===== src/design/acg_pkg.sv =====
// Shared types, widths and codes for the half-circle rasterizer.
`default_nettype none

package acg_pkg;

	// Width of the held centre coordinates (range 8 to 16).
	localparam int COORD_BITS = 13;

	// Fixed widths of the channel fields.
	localparam int CENTRE_BITS = 13;
	localparam int RAD_BITS    = 12;
	localparam int PIX_BITS    = 15;
	localparam int COLOUR_BITS = 32;

	// Internal arithmetic widths.
	localparam int OFF_BITS = RAD_BITS + 1;
	localparam int DEC_BITS = 16;
	localparam int SUM_BITS = ((COORD_BITS > OFF_BITS) ? COORD_BITS : OFF_BITS) + 2;

	// Job queue between front and back.
	localparam int QUEUE_DEPTH = 2;
	localparam int QPTR_BITS   = (QUEUE_DEPTH > 1) ? $clog2(QUEUE_DEPTH) : 1;
	localparam int QCNT_BITS   = $clog2(QUEUE_DEPTH + 1);

	typedef logic signed [OFF_BITS-1:0] off_t;
	typedef logic signed [DEC_BITS-1:0] dec_t;
	typedef logic signed [SUM_BITS-1:0] sum_t;
	typedef logic [COORD_BITS-1:0]      coord_t;
	typedef logic [1:0]                 pt_idx_t;

	localparam off_t OFF_ONE = off_t'(1);
	localparam dec_t DEC_ONE = dec_t'(1);

	typedef enum logic {
		FUNC_START = 1'b0,
		FUNC_STEP  = 1'b1
	} func_t;

	// Point order within one step.
	localparam pt_idx_t PT_FIRST = 2'd0;
	localparam pt_idx_t PT_LAST  = 2'd3;

	// One step worth of work for the back end.
	typedef struct packed {
		coord_t cx;
		coord_t cy;
		off_t   x;
		off_t   y;
		logic   done;
	} job_t;

endpackage

`default_nettype wire


===== src/design/andres_circle_half_generator_core.sv =====
// Top level of the Andres lower-half circle rasterizer.
`default_nettype none

// Channel   Handshake              Payload
// -------   --------------------   ------------------------------------------------
// cfg       cfg_valid/cfg_ready    draw_colour
// in        in_valid/in_ready      func, centre_x, centre_y, radius
// out       out_valid/out_ready    pixel_x, pixel_y, colour, last_of_step, circle_done
//
// A start item is taken by the front end and yields nothing; a step item is taken by the
// front end and queued, and the output register then emits its four points one by one,
// so a run of steps is paced by the single output port.
// Up to two step jobs wait in the queue, so the front keeps taking items while points drain.
// Reset clears the circle state, the queue and the output valid; the colour resets to zero.
// Stalls on out_ready hold the current point and back up into the queue and then in_ready.

module andres_circle_half_generator_core import acg_pkg::*; (
	input  wire logic                   clk,
	input  wire logic                   arst_n,
	input  wire logic                   cfg_valid,
	output logic                        cfg_ready,
	input  wire logic [COLOUR_BITS-1:0] draw_colour,
	input  wire logic                   in_valid,
	output logic                        in_ready,
	input  wire logic                   func,
	input  wire logic [CENTRE_BITS-1:0] centre_x,
	input  wire logic [CENTRE_BITS-1:0] centre_y,
	input  wire logic [RAD_BITS-1:0]    radius,
	output logic                        out_valid,
	input  wire logic                   out_ready,
	output logic signed [PIX_BITS-1:0]  pixel_x,
	output logic signed [PIX_BITS-1:0]  pixel_y,
	output logic [COLOUR_BITS-1:0]      colour,
	output logic                        last_of_step,
	output logic                        circle_done
);

	logic [COLOUR_BITS-1:0] colour_q;
	logic push, push_ready, pop, head_valid;
	job_t push_job, head_job;

	// Colour register: always writable; the user must change it only while the block is idle (not enforced here)
	assign cfg_ready = 1'b1;

	always_ff @(posedge clk or negedge arst_n) begin
		if (!arst_n) begin
			colour_q <= '0;
		end else if (cfg_valid && cfg_ready) begin
			colour_q <= draw_colour;
		end
	end

	// Front: classify items, advance the circle, queue one job per live step
	acg_front u_front (
		.clk      (clk),
		.arst_n   (arst_n),
		.in_valid (in_valid),
		.in_ready (in_ready),
		.func     (func),
		.centre_x (centre_x),
		.centre_y (centre_y),
		.radius   (radius),
		.push     (push),
		.push_job (push_job),
		.q_ready  (push_ready)
	);

	// Queue: decouple item intake from point emission
	acg_queue u_queue (
		.clk        (clk),
		.arst_n     (arst_n),
		.push       (push),
		.push_job   (push_job),
		.push_ready (push_ready),
		.pop        (pop),
		.head_valid (head_valid),
		.head_job   (head_job)
	);

	// Back: emit the four symmetric points of each job
	acg_back u_back (
		.clk          (clk),
		.arst_n       (arst_n),
		.head_valid   (head_valid),
		.head_job     (head_job),
		.pop          (pop),
		.colour_cfg   (colour_q),
		.out_valid    (out_valid),
		.out_ready    (out_ready),
		.pixel_x      (pixel_x),
		.pixel_y      (pixel_y),
		.colour       (colour),
		.last_of_step (last_of_step),
		.circle_done  (circle_done)
	);

endmodule

`default_nettype wire


===== src/design/acg_front.sv =====
// Front end: takes start and step items, runs the Andres update, queues step jobs.
`default_nettype none

module acg_front import acg_pkg::*; (
	input  wire logic                   clk,
	input  wire logic                   arst_n,
	input  wire logic                   in_valid,
	output logic                        in_ready,
	input  wire logic                   func,
	input  wire logic [CENTRE_BITS-1:0] centre_x,
	input  wire logic [CENTRE_BITS-1:0] centre_y,
	input  wire logic [RAD_BITS-1:0]    radius,
	output logic                        push,
	output job_t                        push_job,
	input  wire logic                   q_ready
);

	logic               busy_q;
	off_t               x_q;
	off_t               y_q;
	dec_t               d_q;
	coord_t             cx_q;
	coord_t             cy_q;
	logic [RAD_BITS-1:0] r_q;

	dec_t xe, ye, re, two_x, two_ry, d_b1, d_b2, d_b3, d_n, yx1;
	off_t x_n, y_n;
	logic take_b1, take_b2, done_n, accept, is_start;

	assign in_ready = q_ready;
	assign accept   = in_valid && in_ready;
	assign is_start = (func_t'(func) == FUNC_START);
	assign push     = accept && !is_start && busy_q;

	// Three-way decision update
	always_comb begin
		xe      = dec_t'(x_q);
		ye      = dec_t'(y_q);
		re      = dec_t'({1'b0, r_q});
		two_x   = xe + xe;
		two_ry  = (re - ye) + (re - ye);
		yx1     = ye - xe - DEC_ONE;
		d_b1    = d_q - two_x - DEC_ONE;
		d_b2    = d_q + ye + ye - DEC_ONE;
		d_b3    = d_q + yx1 + yx1;
		take_b1 = (d_q >= two_x);
		take_b2 = (d_q < two_ry);
		priority if (take_b1) begin
			d_n = d_b1;
			x_n = x_q + OFF_ONE;
			y_n = y_q;
		end else if (take_b2) begin
			d_n = d_b2;
			x_n = x_q;
			y_n = y_q - OFF_ONE;
		end else begin
			d_n = d_b3;
			x_n = x_q + OFF_ONE;
			y_n = y_q - OFF_ONE;
		end
		done_n = (y_n < x_n);
	end

	always_comb begin
		push_job.cx   = cx_q;
		push_job.cy   = cy_q;
		push_job.x    = x_q;
		push_job.y    = y_q;
		push_job.done = done_n;
	end

	always_ff @(posedge clk or negedge arst_n) begin
		if (!arst_n) begin
			busy_q <= 1'b0;
			x_q    <= '0;
			y_q    <= '0;
			d_q    <= '0;
			cx_q   <= '0;
			cy_q   <= '0;
			r_q    <= '0;
		end else if (accept) begin
			if (is_start) begin
				busy_q <= 1'b1;
				cx_q   <= coord_t'(centre_x);
				cy_q   <= coord_t'(centre_y);
				r_q    <= radius;
				x_q    <= '0;
				y_q    <= off_t'({1'b0, radius});
				d_q    <= dec_t'({1'b0, radius}) - DEC_ONE;
			end else if (busy_q) begin
				x_q    <= x_n;
				y_q    <= y_n;
				d_q    <= d_n;
				busy_q <= !done_n;
			end
		end
	end

	// Idle only after a finishing step or while no circle was started
	assert property (@(posedge clk) disable iff (!arst_n)
		$fell(busy_q) |-> $past(push && push_job.done))
		else $error("busy dropped without a finishing step");

endmodule

`default_nettype wire


===== src/design/acg_queue.sv =====
// Short job queue between the front and back ends.
`default_nettype none

module acg_queue import acg_pkg::*; (
	input  wire logic clk,
	input  wire logic arst_n,
	input  wire logic push,
	input  wire job_t push_job,
	output logic      push_ready,
	input  wire logic pop,
	output logic      head_valid,
	output job_t      head_job
);

	job_t                 slot_q [QUEUE_DEPTH];
	logic [QPTR_BITS-1:0] wr_ptr_q;
	logic [QPTR_BITS-1:0] rd_ptr_q;
	logic [QCNT_BITS-1:0] count_q;

	function automatic logic [QPTR_BITS-1:0] next_ptr(input logic [QPTR_BITS-1:0] p);
		logic [QPTR_BITS-1:0] n;
		if (p == QPTR_BITS'(QUEUE_DEPTH - 1)) n = '0;
		else n = p + QPTR_BITS'(1);
		return n;
	endfunction

	assign push_ready = (count_q != QCNT_BITS'(QUEUE_DEPTH));
	assign head_valid = (count_q != '0);
	assign head_job   = slot_q[rd_ptr_q];

	always_ff @(posedge clk) begin
		if (push && push_ready) begin
			slot_q[wr_ptr_q] <= push_job;
		end
	end

	always_ff @(posedge clk or negedge arst_n) begin
		if (!arst_n) begin
			wr_ptr_q <= '0;
			rd_ptr_q <= '0;
			count_q  <= '0;
		end else begin
			if (push && push_ready) wr_ptr_q <= next_ptr(wr_ptr_q);
			if (pop && head_valid) rd_ptr_q <= next_ptr(rd_ptr_q);
			unique case ({push && push_ready, pop && head_valid})
				2'b10:   count_q <= count_q + QCNT_BITS'(1);
				2'b01:   count_q <= count_q - QCNT_BITS'(1);
				default: count_q <= count_q;
			endcase
		end
	end

	assert property (@(posedge clk) disable iff (!arst_n)
		count_q <= QCNT_BITS'(QUEUE_DEPTH))
		else $error("queue fill beyond depth");

	assert property (@(posedge clk) disable iff (!arst_n)
		pop |-> head_valid)
		else $error("pop from empty queue");

endmodule

`default_nettype wire


===== src/design/acg_back.sv =====
// Back end: expands each step job into four mirrored points, one per cycle unless out_ready stalls.
`default_nettype none

module acg_back import acg_pkg::*; (
	input  wire logic                   clk,
	input  wire logic                   arst_n,
	input  wire logic                   head_valid,
	input  wire job_t                   head_job,
	output logic                        pop,
	input  wire logic [COLOUR_BITS-1:0] colour_cfg,
	output logic                        out_valid,
	input  wire logic                   out_ready,
	output logic signed [PIX_BITS-1:0]  pixel_x,
	output logic signed [PIX_BITS-1:0]  pixel_y,
	output logic [COLOUR_BITS-1:0]      colour,
	output logic                        last_of_step,
	output logic                        circle_done
);

	pt_idx_t pt_q;
	logic    out_valid_q;
	logic    advance, load, is_last, swap, mirror;
	sum_t    cx, cy, ox, oy, px, py;

	assign advance = !out_valid_q || out_ready;
	assign load    = advance && head_valid;
	assign is_last = (pt_q == PT_LAST);
	assign pop     = load && is_last;

	// Odd points swap x and y, the second pair mirrors about the centre column
	always_comb begin
		swap   = pt_q[0];
		mirror = pt_q[1];
		cx     = sum_t'({1'b0, head_job.cx});
		cy     = sum_t'({1'b0, head_job.cy});
		ox     = swap ? sum_t'(head_job.y) : sum_t'(head_job.x);
		oy     = swap ? sum_t'(head_job.x) : sum_t'(head_job.y);
		px     = mirror ? (cx - ox) : (cx + ox);
		py     = cy + oy;
	end

	always_ff @(posedge clk or negedge arst_n) begin
		if (!arst_n) begin
			out_valid_q <= 1'b0;
			pt_q        <= PT_FIRST;
		end else if (advance) begin
			out_valid_q <= head_valid;
			if (head_valid) pt_q <= pt_q + pt_idx_t'(1);
		end
	end

	always_ff @(posedge clk) begin
		if (load) begin
			pixel_x      <= px[PIX_BITS-1:0];
			pixel_y      <= py[PIX_BITS-1:0];
			colour       <= colour_cfg;
			last_of_step <= is_last;
			circle_done  <= is_last && head_job.done;
		end
	end

	assign out_valid = out_valid_q;

	assert property (@(posedge clk) disable iff (!arst_n)
		out_valid && circle_done |-> last_of_step)
		else $error("circle end flagged off a step boundary");

	assert property (@(posedge clk) disable iff (!arst_n)
		pop |=> (pt_q == PT_FIRST))
		else $error("point index not wrapped after fourth point");

endmodule

`default_nettype wire

===== config.mk =====
export PLATFORM = sky130hd
export DESIGN_NAME = andres_circle_half_generator_core
export DESIGN_NICKNAME = d
export VERILOG_FILES = /design/src/design/acg_pkg.sv /design/src/design/andres_circle_half_generator_core.sv /design/src/design/acg_front.sv /design/src/design/acg_queue.sv /design/src/design/acg_back.sv
export SDC_FILE = /design/constraint.sdc
export NUM_CORES = 1
export LEC_CHECK = 0
export ABC_AREA = 1
export ABC_CLOCK_PERIOD_IN_PS = 4810
export BUFFER_PORTS_ARGS = -buffer_cell sky130_fd_sc_hd__buf_2
export CAP_MARGIN = 0
export CELL_PAD_IN_SITES_DETAIL_PLACEMENT = 0
export CELL_PAD_IN_SITES_GLOBAL_PLACEMENT = 2
export CORE_ASPECT_RATIO = 0.7
export CORE_MARGIN = 2
export CORE_UTILIZATION = 35
export DETAILED_ROUTE_END_ITERATION = 6
export PLACE_DENSITY = 0.78
export SYNTH_ARGS = -nofsm -noshare
export SYNTH_HDL_FRONTEND = slang
export SYNTH_SLANG_ARGS = --single-unit
export TNS_END_PERCENT = 10

===== constraint.sdc =====
create_clock -name clk -period 4.81 [get_ports clk]
set_input_delay 0 -clock clk [delete_from_list [all_inputs] [get_ports clk]]
set_output_delay 0 -clock clk [all_outputs]
set_load 0.1 [all_outputs]

# [Word-level counts from Yosys, hierarchy flattened]
# Memories as Yosys holds them, arrays and structs flattened.
# Cells that the tools add are included.
[word_totals] regBits=184 ram_bits=106 in_bits=76 memories=1
[classes] add_sub_neg=23 n_lt_le_gt_ge=3 n_eq_ne=5 n_mux=21 bitwise=1 reduce_logical=16
[memory_table] memory="u_queue.slot_q" depth=2 word_bits=53 rd=1 rd_clocked_by_memory_dff=0 wr=1 line_no="acg_queue.sv:15" text="job_t slot_q [QUEUE_DEPTH];"
[ops] cell="13-bit 2-to-1 mux" count=7
[ops] cell="16-bit 2-to-1 mux" count=4
[ops] cell="16-bit adder" count=3
[ops] cell="16-bit by 2-bit subtractor with 16-bit output (second input constant)" count=3
[ops] cell="15-bit 2-to-1 mux" count=3
[ops] cell="16-bit by 13-bit adder with 16-bit output" count=2
[ops] cell="14-bit by 15-bit adder with 15-bit output" count=2
[ops] cell="13-bit by 13-bit subtractor with 14-bit output" count=2
[ops] cell="16-bit greater-or-equal comparator" count=1
[ops] cell="16-bit < comparator" count=1
[ops] cell="16-bit subtractor" count=1
[ops] cell="14-bit by 15-bit subtractor with 15-bit output" count=1
[ops] cell="13-bit by 13-bit adder with 14-bit output" count=1
[ops] cell="13-bit by 2-bit adder with 13-bit output (second input constant)" count=1
[ops] cell="13-bit < comparator" count=1
[ops] cell="12-bit by 1-bit subtractor with 13-bit output (second input constant)" count=1
[ops] cell="13-bit by 2-bit subtractor with 13-bit output (second input constant)" count=1
[ops] cell="1-bit logical AND" count=8
[ops] cell="1-bit 2-to-1 mux" count=6
[ops] cell="2-bit AND reduction" count=3
[ops] cell="2-bit by 1-bit adder with 2-bit output (second input constant)" count=2
[ops] cell="2-bit == test (second input constant)" count=2
[ops] cell="2-bit one-hot mux with 2 select lines" count=1
[ops] cell="2-bit nonzero test" count=2
[ops] cell="8 further kinds" count=10

# [Longest topological paths before layout]
# Gate-level depths: netlist of the first run.
[logic_depth] ltp_word=9 depth_mapped=34 mapped_depth_nobuf=34

# [By module]
# From an unflattened synthesis of the first run, not the netlist that was laid out.
[hier_totals] cells_unflattened=1999 hier_area_um2=17728.3
[by_module_without_submodules] module="acg_front" instances=1 cells_per_inst=1108 area_per_inst_um2=8187.9 seq_area_each_um2=2026.9
[by_module_without_submodules] module="acg_queue" instances=1 cells_per_inst=306 area_per_inst_um2=4125.2 seq_area_each_um2=3283.1
[by_module_without_submodules] module="acg_back" instances=1 cells_per_inst=447 area_per_inst_um2=4111.4 seq_area_each_um2=1996.9
[by_module_without_submodules] module="andres_circle_half_generator_core" instances=1 cells_per_inst=138 area_per_inst_um2=1303.8 seq_area_each_um2=800.8

# [Worst setup path after synthesis of the first run]
# OpenSTA, ideal clock, no wires.
[synth_path] path_type="register to register" startpoint="register u_back.out_valid_q, in the netlist u_back.out_valid" endpoint="register u_queue.count_q[1]" setup_time_ns=0.131 arrival_time_ns=5.324 required_ns=4.679 setup_slack_ns=-0.645 stages_incl_launch_ff=10 period_less_slack_ns=5.455 cell_sequence="dfrtp_1 -> inv_1 -> nor2_1 -> a21oi_1 -> inv_1 -> nor2_1 -> ha_1 -> a21oi_1 -> o21ai_0 -> xor2_1"
[synth_between] elab_chain_cells=7
[synth_rtl] element="start, declared" line_no="acg_back.sv:21" text="logic out_valid_q;"
[synth_rtl] element="start signal, assigned" line_no="acg_back.sv:47" text="out_valid_q <= head_valid;"
[synth_rtl] element="1-bit zero test (*)" line_no="acg_back.sv:25" text="assign advance = !out_valid_q || out_ready;"
[synth_rtl] element="1-bit logical OR (*)" line_no="acg_back.sv:25"
[synth_rtl] element="1-bit logical AND (*)" line_no="acg_back.sv:26" text="assign load = advance && head_valid;"
[synth_rtl] element="net u_back.load" line_no="acg_back.sv:22" text="logic advance, load, is_last, swap, mirror;"
[synth_rtl] element="1-bit logical AND (*)" line_no="acg_back.sv:28" text="assign pop = load && is_last;"
[synth_rtl] element="1-bit logical AND (*)" line_no="acg_queue.sv:45" text="unique case ({push && push_ready, pop && head_valid})"
[synth_rtl] element="2-bit by 1-bit == test with 1-bit output / 2-bit == test (equally long branches)" line_no="acg_queue.sv:45"
[synth_rtl] element="2-bit one-hot mux with 2 select lines / 2-bit nonzero test (equally long branches)"
[synth_rtl] element="end signal, assigned" line_no="acg_queue.sv:46" text="2'b10: count_q <= count_q + QCNT_BITS'(1);"
[synth_rtl] element="end signal, assigned" line_no="acg_queue.sv:47" text="2'b01: count_q <= count_q - QCNT_BITS'(1);"
[synth_rtl] element="end signal, assigned" line_no="acg_queue.sv:48" text="default: count_q <= count_q;"
[synth_rtl] element="end, declared" line_no="acg_queue.sv:18" text="logic [QCNT_BITS-1:0] count_q;"
# The timed path passes the listed nets; every way through them passes the cells marked *.
# A chain may end at the register's enable or synchronous reset.

==> results of run 1 <==
[metal layers]
layer | track usage [%] | part of all wire (%)
met5 | 0 | 0.044
met2 | 27.8 | 38
met1 | 32.4 | 53
met3 | 4.30 | 7.4
met4 | 2.92 | 1.3
[cell usage after synthesis, types with 3 or more instances]
cell | instances | share of area, %
sky130_fd_sc_hd__a21oi_1 | 125 | 3.6
sky130_fd_sc_hd__nor2_1 | 76 | 1.6
sky130_fd_sc_hd__ha_1 | 142 | 10
sky130_fd_sc_hd__nand3b_1 | 3 | 0.13
sky130_fd_sc_hd__edfxtp_1 | 170 | 29
sky130_fd_sc_hd__o22ai_1 | 12 | 0.43
sky130_fd_sc_hd__clkbuf_1 | 27 | 0.58
sky130_fd_sc_hd__mux2i_1 | 25 | 1.4
sky130_fd_sc_hd__a211oi_1 | 4 | 0.17
sky130_fd_sc_hd__xor2_1 | 88 | 4.4
sky130_fd_sc_hd__nand3_1 | 75 | 2.1
sky130_fd_sc_hd__o211ai_1 | 6 | 0.26
sky130_fd_sc_hd__a22oi_1 | 9 | 0.39
sky130_fd_sc_hd__nor2_2 | 6 | 0.21
sky130_fd_sc_hd__o221ai_1 | 8 | 0.40
sky130_fd_sc_hd__mux2_2 | 32 | 2.1
sky130_fd_sc_hd__o21ai_1 | 18 | 0.52
sky130_fd_sc_hd__nand4_1 | 16 | 0.57
sky130_fd_sc_hd__o31ai_1 | 5 | 0.21
sky130_fd_sc_hd__buf_6 | 3 | 0.19
sky130_fd_sc_hd__dfrtp_1 | 120 | 17
sky130_fd_sc_hd__nand2_1 | 472 | 10
sky130_fd_sc_hd__a21o_1 | 11 | 0.47
sky130_fd_sc_hd__a31oi_1 | 7 | 0.25
sky130_fd_sc_hd__nor3_1 | 15 | 0.43
sky130_fd_sc_hd__buf_1 | 9 | 0.19
sky130_fd_sc_hd__inv_1 | 238 | 5.1
sky130_fd_sc_hd__o2111ai_1 | 3 | 0.15
sky130_fd_sc_hd__o21ai_0 | 101 | 2.9
sky130_fd_sc_hd__inv_2 | 4 | 0.086
sky130_fd_sc_hd__fa_1 | 7 | 0.80
sky130_fd_sc_hd__xnor2_1 | 30 | 1.5
[flip-flops by register name (all words and copies together) (netlist names), 15 cells and up]
register        count
u_front.d_q        16
colour_q           32
u_back.pixel_x     15
u_back.pixel_y     15
u_back.colour      32
u_queue.slot_q    106
[worst paths after layout]
path	start	endpoint	slack (ps)	depth (start not counted)
worst max register to register	u_front.y_q[0]$_DFFE_PN0P_	u_queue.slot_q[0][0]$_DFFE_PP_	6	32
worst max-delay path	u_front.y_q[0]$_DFFE_PN0P_	u_queue.slot_q[0][0]$_DFFE_PP_	6	32
min in group clk	cfg_valid	colour_q[3]$_DFFE_PN0P_	100	2
max in group asynchronous	arst_n	u_front.cy_q[4]$_DFFE_PN0P_	3600	3
worst min register to register	colour_q[14]$_DFFE_PN0P_	u_back.colour[14]$_DFFE_PP_	440	0
worst min-delay path	arst_n	u_front.r_q[6]$_DFFE_PN0P_	50	2
[area by class of cell]
type | instances | area [um2] | share of cell area [%]
tap | 665 | 832 | 3.85
clock buffer | 41 | 843 | 3.91
timing repair buffer | 321 | 2250 | 10.4
clock inverter | 17 | 195 | 0.904
sequential | 290 | 8110 | 37.6
inverter | 244 | 918 | 4.25
multi-input combinational | 1331 | 8440 | 39.1
[per-stage QoR]
step / TNS [ps] / setup slack [ps] / cell area, um2 / hold slack, ps
final: 0 / 5.68 / 21600 / 54.7
after global routing: -1220 / -404 / 21600 / 118
after CTS: -82.6 / -41.4 / 21500 / 71.0
after detailed placement: -1030 / -383 / 19600 / 133
after global placement: -970 / -358 / 19600 / 139
after floorplan: 0 / 67.4 / 17500 / -296
[timing repair]
action | CTS | global route
setup endpoints to repair | 3 | 7
resized for setup | 13 | 18
pin swaps | 12 | 10
setup buffers | 5 | 0
hold endpoints to repair | 179 | 0
hold buffers | 74 | 0
[cells by family (layout without fill, tap and decap cells)]
kind of cell	count (synthesis)	after routing	synth area share (%)
simple gates	685	685	16.5
xor+xnor	120	120	6.10
buf+inv	287	623	6.36
mux	57	57	3.49
other cells	1	1	0.0214
fa+ha+maj	149	149	11.0
compound gates	319	319	10.2
flops	290	290	46.4
[worst max-delay path: cells and delay by family, from the launching register on]
kind	cells	cell delay (ps)
flops	1	390
compound gates	8	1080
simple gates	15	1390
fa+ha+maj	4	1170
xor+xnor	2	300
buf+inv	3	240
==> parameters.txt, run 1 <==
Parameter                              Value

Worst setup path
  Peak fanout along the critical path    4
  Critical Path AT    just over 5000 ps
  Element type at the critical path start    flop
  Highest cell delay on the worst timing path    slightly below 400 ps
  Slowest stage cell, crit path    sky130_fd_sc_hd__dfrtp_1
  Required time of the worst setup path    just over 5000 ps
  Critical path type    reg -> reg
  Category of the worst setup path capture point    flop
  Cell repeated most along the worst path    sky130_fd_sc_hd__nand2_1

Cells and area
  Most frequent standard cell in the layout excluding fill and tap cells    sky130_fd_sc_hd__nand2_1
  Post-layout utilization of the core    between 40% and 50%
  Fraction of final layout cells with drive strength greater than 1    around 17%
  Area delta synth->final    23.4%
  # fillers    just under 5000
  Number of nets in the final layout    roughly 2400
  Leading cell types in the layout, fill and taps excluded    sky130_fd_sc_hd__nand2_1 (468), sky130_fd_sc_hd__inv_1 (238), sky130_fd_sc_hd__edfxtp_1 (170)
  Antenna Diode Count    0
  Final cell count without fillers    a little under 3000

Route
  First-pass iteration count of the detailed router    5
  Number of DRC markers after the initial detailed-route iteration    between 1000 and 1500
  Average via count per standard cell    roughly 4.9
  Total via count in the routed design    roughly 14000
  Residual DRC    0
  Final ANT Viol Nets    0
  Total Wirelength    between 50000 and 60000 um
  Drt wl/cell    roughly 18 um

Floorplanning
  Ports    ~140
  Height of the chip    approximately 190 um
  Row count    between 60 and 70
  Area of the placeable core    between 40000 and 50000 um2
  X dimension of the die    between 200 and 300 um
  Die Footprint    between 50000 and 60000 um2
  Starting Density    between 30% and 40%

Clock network
  CTS sink count    290
  Clock edge transition at the registers on the reported setup and hold paths    about 60 ps
  Worst-Skew Late Latency    around 600 ps
  Clock tree buffer depth    3
  CTS Buf Count    31
  Clock root buffer master    sky130_fd_sc_hd__clkbuf_16
  Maximum level of the CTS H-tree    1
  Clock tree from TritonCTS    built

Global routing
  Largest net degree at the start of global routing    81
  Initial antenna violation count    2
  Vias in the first global route    13343
  Global-route wire length before repair    about 80000 um
  Total track usage    20.2%
  Overflow left after global routing    0

Min path
  Hold Crit Class    in -> async

Status
  Run status    completed

Timing
  Final hold violation count    0
  Highest attainable clock frequency    between 0.2 and 0.25 GHz
  Slew headroom    around 31%
  Final-report setup violation count    0
  Worst Max-Slew Pin Slew    slightly above 1000 ps
  Max-slew violation count    0
  RSZ-0062 raised after global routing    true
  Final worst-path cycle share    ~100%
  Worst Skew    23.6 ps
  Period minus WS final    just under 5000 ps

Logic synthesis
  Share of synthesized area occupied by flip-flops and latches    46.4%
  Synth Warn #    0
  Cell count after synthesis    1908
  Ys flop type    sky130_fd_sc_hd__edfxtp_1
  #FFs+latches synth    between 200 and 300
  Netlist area before placement    around 17000 um2
  Total nets after synthesis    2133
  Number of distinct library cell variants in the gate-level netlist after synthesis    59
  Share of async-settable or async-resettable flops after synthesis    between 40% and 50%
  Post-synth EDFFs    170
  Avg Synthesized Cell Area    between 9 and 10 um2

Placement
  Routability congestion estimate    just under 0.9
  Final HPWL from detailed placement    between 40000 and 50000 um
  Number of placed cells counting well taps    2772
  Number of port buffers    roughly 140

Flow run
  Max_cap viols    0
Power of run 1 is left out: the tool's default activity adds up to more than one toggle a clock period on the data nets, which glitch-free logic cannot reach.
==> run 2: changes to the inputs <==
--- a/config.mk
+++ b/config.mk
@@ -12,9 +12,9 @@
 export CELL_PAD_IN_SITES_DETAIL_PLACEMENT = 0
 export CELL_PAD_IN_SITES_GLOBAL_PLACEMENT = 2
 export CORE_ASPECT_RATIO = 0.7
-export CORE_MARGIN = 2
 export CORE_UTILIZATION = 35
 export DETAILED_ROUTE_END_ITERATION = 6
+export GPL_TIMING_DRIVEN = 0
 export PLACE_DENSITY = 0.78
 export SYNTH_ARGS = -nofsm -noshare
 export SYNTH_HDL_FRONTEND = slang
==> run 2 against run 1 <==
- the run now ends with negative setup slack left
- final cell count is 1.0% lower
- die area is 1.8% lower
- routed wire length is 0.74% higher
- critical endpoint unchanged
- final area is 0.29% lower
- clock-buffer cell count is 3 higher
- setup slack worse by 230 ps
- sequential share of layout area is 0.16 points higher
- utilization is 0.051 points lower
- clock skew is 7.8 ps lower
- global-route usage is 0.68 points higher
- non-clock buffer count is 34 lower
==> parameters.txt, run 2 (synthesis results as in run 1) <==
Parameter                              Value

Status
  Run status    finished, violations left
  Failing checks    negative setup slack

Route
  Residual DRC    0 (unchanged)
  Routed wl met2    21100 um (+4.6%)
  First-pass iteration count of the detailed router    5 (unchanged)
  Average via count per standard cell    4.88 (about the same)
  Top layer reached by signal wires    met4
  Number of DRC markers after the initial detailed-route iteration    1074 (-14%)
  Total Wirelength    53200 um (+0.74%)
  Drt wl/cell    18.5 um (+1.8%)
  Final ANT Viol Nets    0 (unchanged)
  Detailed-routed wire length on met3    3410 um (-12%)
  Routed metal-1 wirelength    27900 um (-0.29%)
  Total via count in the routed design    14053 (-1.0%)

Cells and area
  # fillers    4762 (-0.85%)
  Number of nets in the final layout    2413 (-1.3%)
  Most frequent standard cell in the layout excluding fill and tap cells    sky130_fd_sc_hd__nand2_1
  Area delta synth->final    23.1%
  FF/Latch Area    8120 um2 (+0.12%)
  Flip-flop count of the largest register, all copies and words added    106 (unchanged)
  Area occupied by multi-input gates    8600 um2 (+1.9%)
  Register with the most flip-flops    u_queue.slot_q
  Fraction of final layout cells with drive strength greater than 1    15.6% (-1.8 points)
  Leading cell types in the layout, fill and taps excluded    sky130_fd_sc_hd__nand2_1 (468), sky130_fd_sc_hd__inv_1 (233), sky130_fd_sc_hd__edfxtp_1 (170)
  Biggest regs    u_queue.slot_q (106), colour_q (32), u_back.colour (32)

Floorplanning
  Height of the chip    189 um (-1.0%)
  Area of the placeable core    49300 um2 (-0.17%)
  Ports    143 (unchanged)
  Starting Density    35.5% (+0.061 points)
  Die Footprint    50900 um2 (-1.8%)
  Row count    68 (unchanged)
  X dimension of the die    269 um (-0.74%)

Worst setup path
  Peak fanout along the critical path    7 (+3)
  Element type at the critical path start    flop
  Required time of the worst setup path    5100 ps (-60 ps)
  Highest cell delay on the worst timing path    540 ps (+150 ps)
  Category of the worst setup path capture point    flop
  Critical Path AT    5330 ps (+180 ps)
  Critical path type    reg -> reg
  Slowest stage cell, crit path    sky130_fd_sc_hd__dfrtp_2

Timing
  Highest attainable clock frequency    0.199 GHz (-4.6%)
  Period minus WS final    5030 ps (+230 ps)
  Worst Skew    15.9 ps (-7.76 ps)
  RSZ-0062 raised after global routing    true
  Setup TNS    -650 ps (-650 ps)
  Slew headroom    33.4% (+2.4 points)
  Max-slew violation count    0 (unchanged)
  Minimum setup slack in the final design    -224 ps (-230 ps)
  Final hold violation count    0 (unchanged)
  Worst Max-Slew Pin Slew    988 ps (-35.4 ps)
  Final-report setup violation count    3 (+3)
  Final worst-path cycle share    105% (+4.8 points)

Clock network
  Maximum level of the CTS H-tree    2 (+1)
  Worst-Skew Late Latency    540 ps (-60 ps)
  CTS sink count    290 (unchanged)
  Clock root buffer master    sky130_fd_sc_hd__clkbuf_16
  Clock edge transition at the registers on the reported setup and hold paths    70 ps (about the same)
  Clock tree from TritonCTS    built
  Clock tree buffer depth    3 (unchanged)
  CTS Buf Count    34 (+9.7%)

Min path
  Hold Crit Class    in -> reg

Global routing
  Largest net degree at the start of global routing    73 (-9.9%)
  Global-route wire length before repair    81100 um (+1.5%)
  Overflow left after global routing    0 (unchanged)
  Total track usage    20.9% (+0.68 points)
  Initial antenna violation count    1 (-1)
  Vias in the first global route    13694 (+2.6%)

Placement
  Routability congestion estimate    0.857 (-3.8%)
  Number of port buffers    140 (-0.71%)
  Final HPWL from detailed placement    41300 um (+0.21%)

Flow run
  Max_cap viols    0 (unchanged)
## run 2: cell types whose count changed in the layout (fill, tap and decap cells not counted), moves of 4 or more
cell / previous run / this run
sky130_fd_sc_hd__buf_12: 0 / 5
sky130_fd_sc_hd__xor2_1: 86 / 81
sky130_fd_sc_hd__dfrtp_1: 119 / 111
sky130_fd_sc_hd__clkbuf_1: 7 / 33
sky130_fd_sc_hd__dlygate4sd3_1: 74 / 78
sky130_fd_sc_hd__clkbuf_16: 31 / 35
sky130_fd_sc_hd__inv_1: 238 / 233
sky130_fd_sc_hd__buf_4: 106 / 22
sky130_fd_sc_hd__ha_4: 1 / 5
sky130_fd_sc_hd__buf_1: 0 / 9
sky130_fd_sc_hd__clkinvlp_4: 1 / 6
sky130_fd_sc_hd__dfrtp_2: 1 / 9
## run 2: per-layer routing
| metal | track usage [%] | vias up |
|---|---|---|
| met2 | 29.7 | 341 |
| met3 | 3.89 | 46 |
| met4 | 3.96 | 0 |
| li1 | - | 6986 |
| met1 | 32.6 | 6680 |
| met5 | 0 | - |
## run 2: final timing paths
check / from / cells past startpoint / slack [ps] / endpoint
max: u_front.y_q[1]$_DFFE_PN0P_ / 29 / -220 / u_queue.slot_q[0][0]$_DFFE_PP_
max in group asynchronous: arst_n / 4 / 3340 / colour_q[29]$_DFFE_PN0P_
min: centre_x[1] / 4 / 200 / u_front.cx_q[1]$_DFFE_PN0P_
max reg2reg: u_front.y_q[1]$_DFFE_PN0P_ / 29 / -220 / u_queue.slot_q[0][0]$_DFFE_PP_
min in group asynchronous: arst_n / 3 / 520 / colour_q[23]$_DFFE_PN0P_
min reg2reg: colour_q[30]$_DFFE_PN0P_ / 0 / 440 / u_back.colour[30]$_DFFE_PP_
## run 2: critical path: cells and delay by family (launching register included)
family	cells	cell delay, ps
xor gates and xnor gates	2	400
buffers and inverters	2	130
DFF	1	540
adders and majority gates	3	1020
and+or+nand+nor	13	1400
AOI/OAI and AO/OA	9	1300
## run 2: area by class of cell
type,count,share of cell area [%]
plain buffers,43,0.913
multi-input cells,1331,39.9
inverters,244,4.34
flip-flops and latches,290,37.7
repair buffers,244,8.20
diodes,1,0.0116
clock inverters,18,0.639
clock buffers,44,4.37
well taps,665,3.87
## run 2: timing repair
item	4_1_cts	5_1_grt
gates cloned	0	0
buffers inserted	14	7
resized for setup	46	24
pin swaps	17	21
endpoints found under the setup margin	4	7
endpoints found under the hold margin	209	0
hold buffers	78	0
## run 2: stage by stage
stage	util (%)	cell area [um2]	hold WS, ps	setup WS (ps)	cells
CTS	43.3	21300	174	-289	2872
finish	43.7	21500	201	-224	2880
global placement	38.6	19000	204	-1450	2713
global route	43.7	21500	205	-490	2880
floorplan	-	17500	-296	67.4	1908
detailed placement	38.9	19200	-5.32	-1130	2718
Power of run 2 is left out for the same reason.
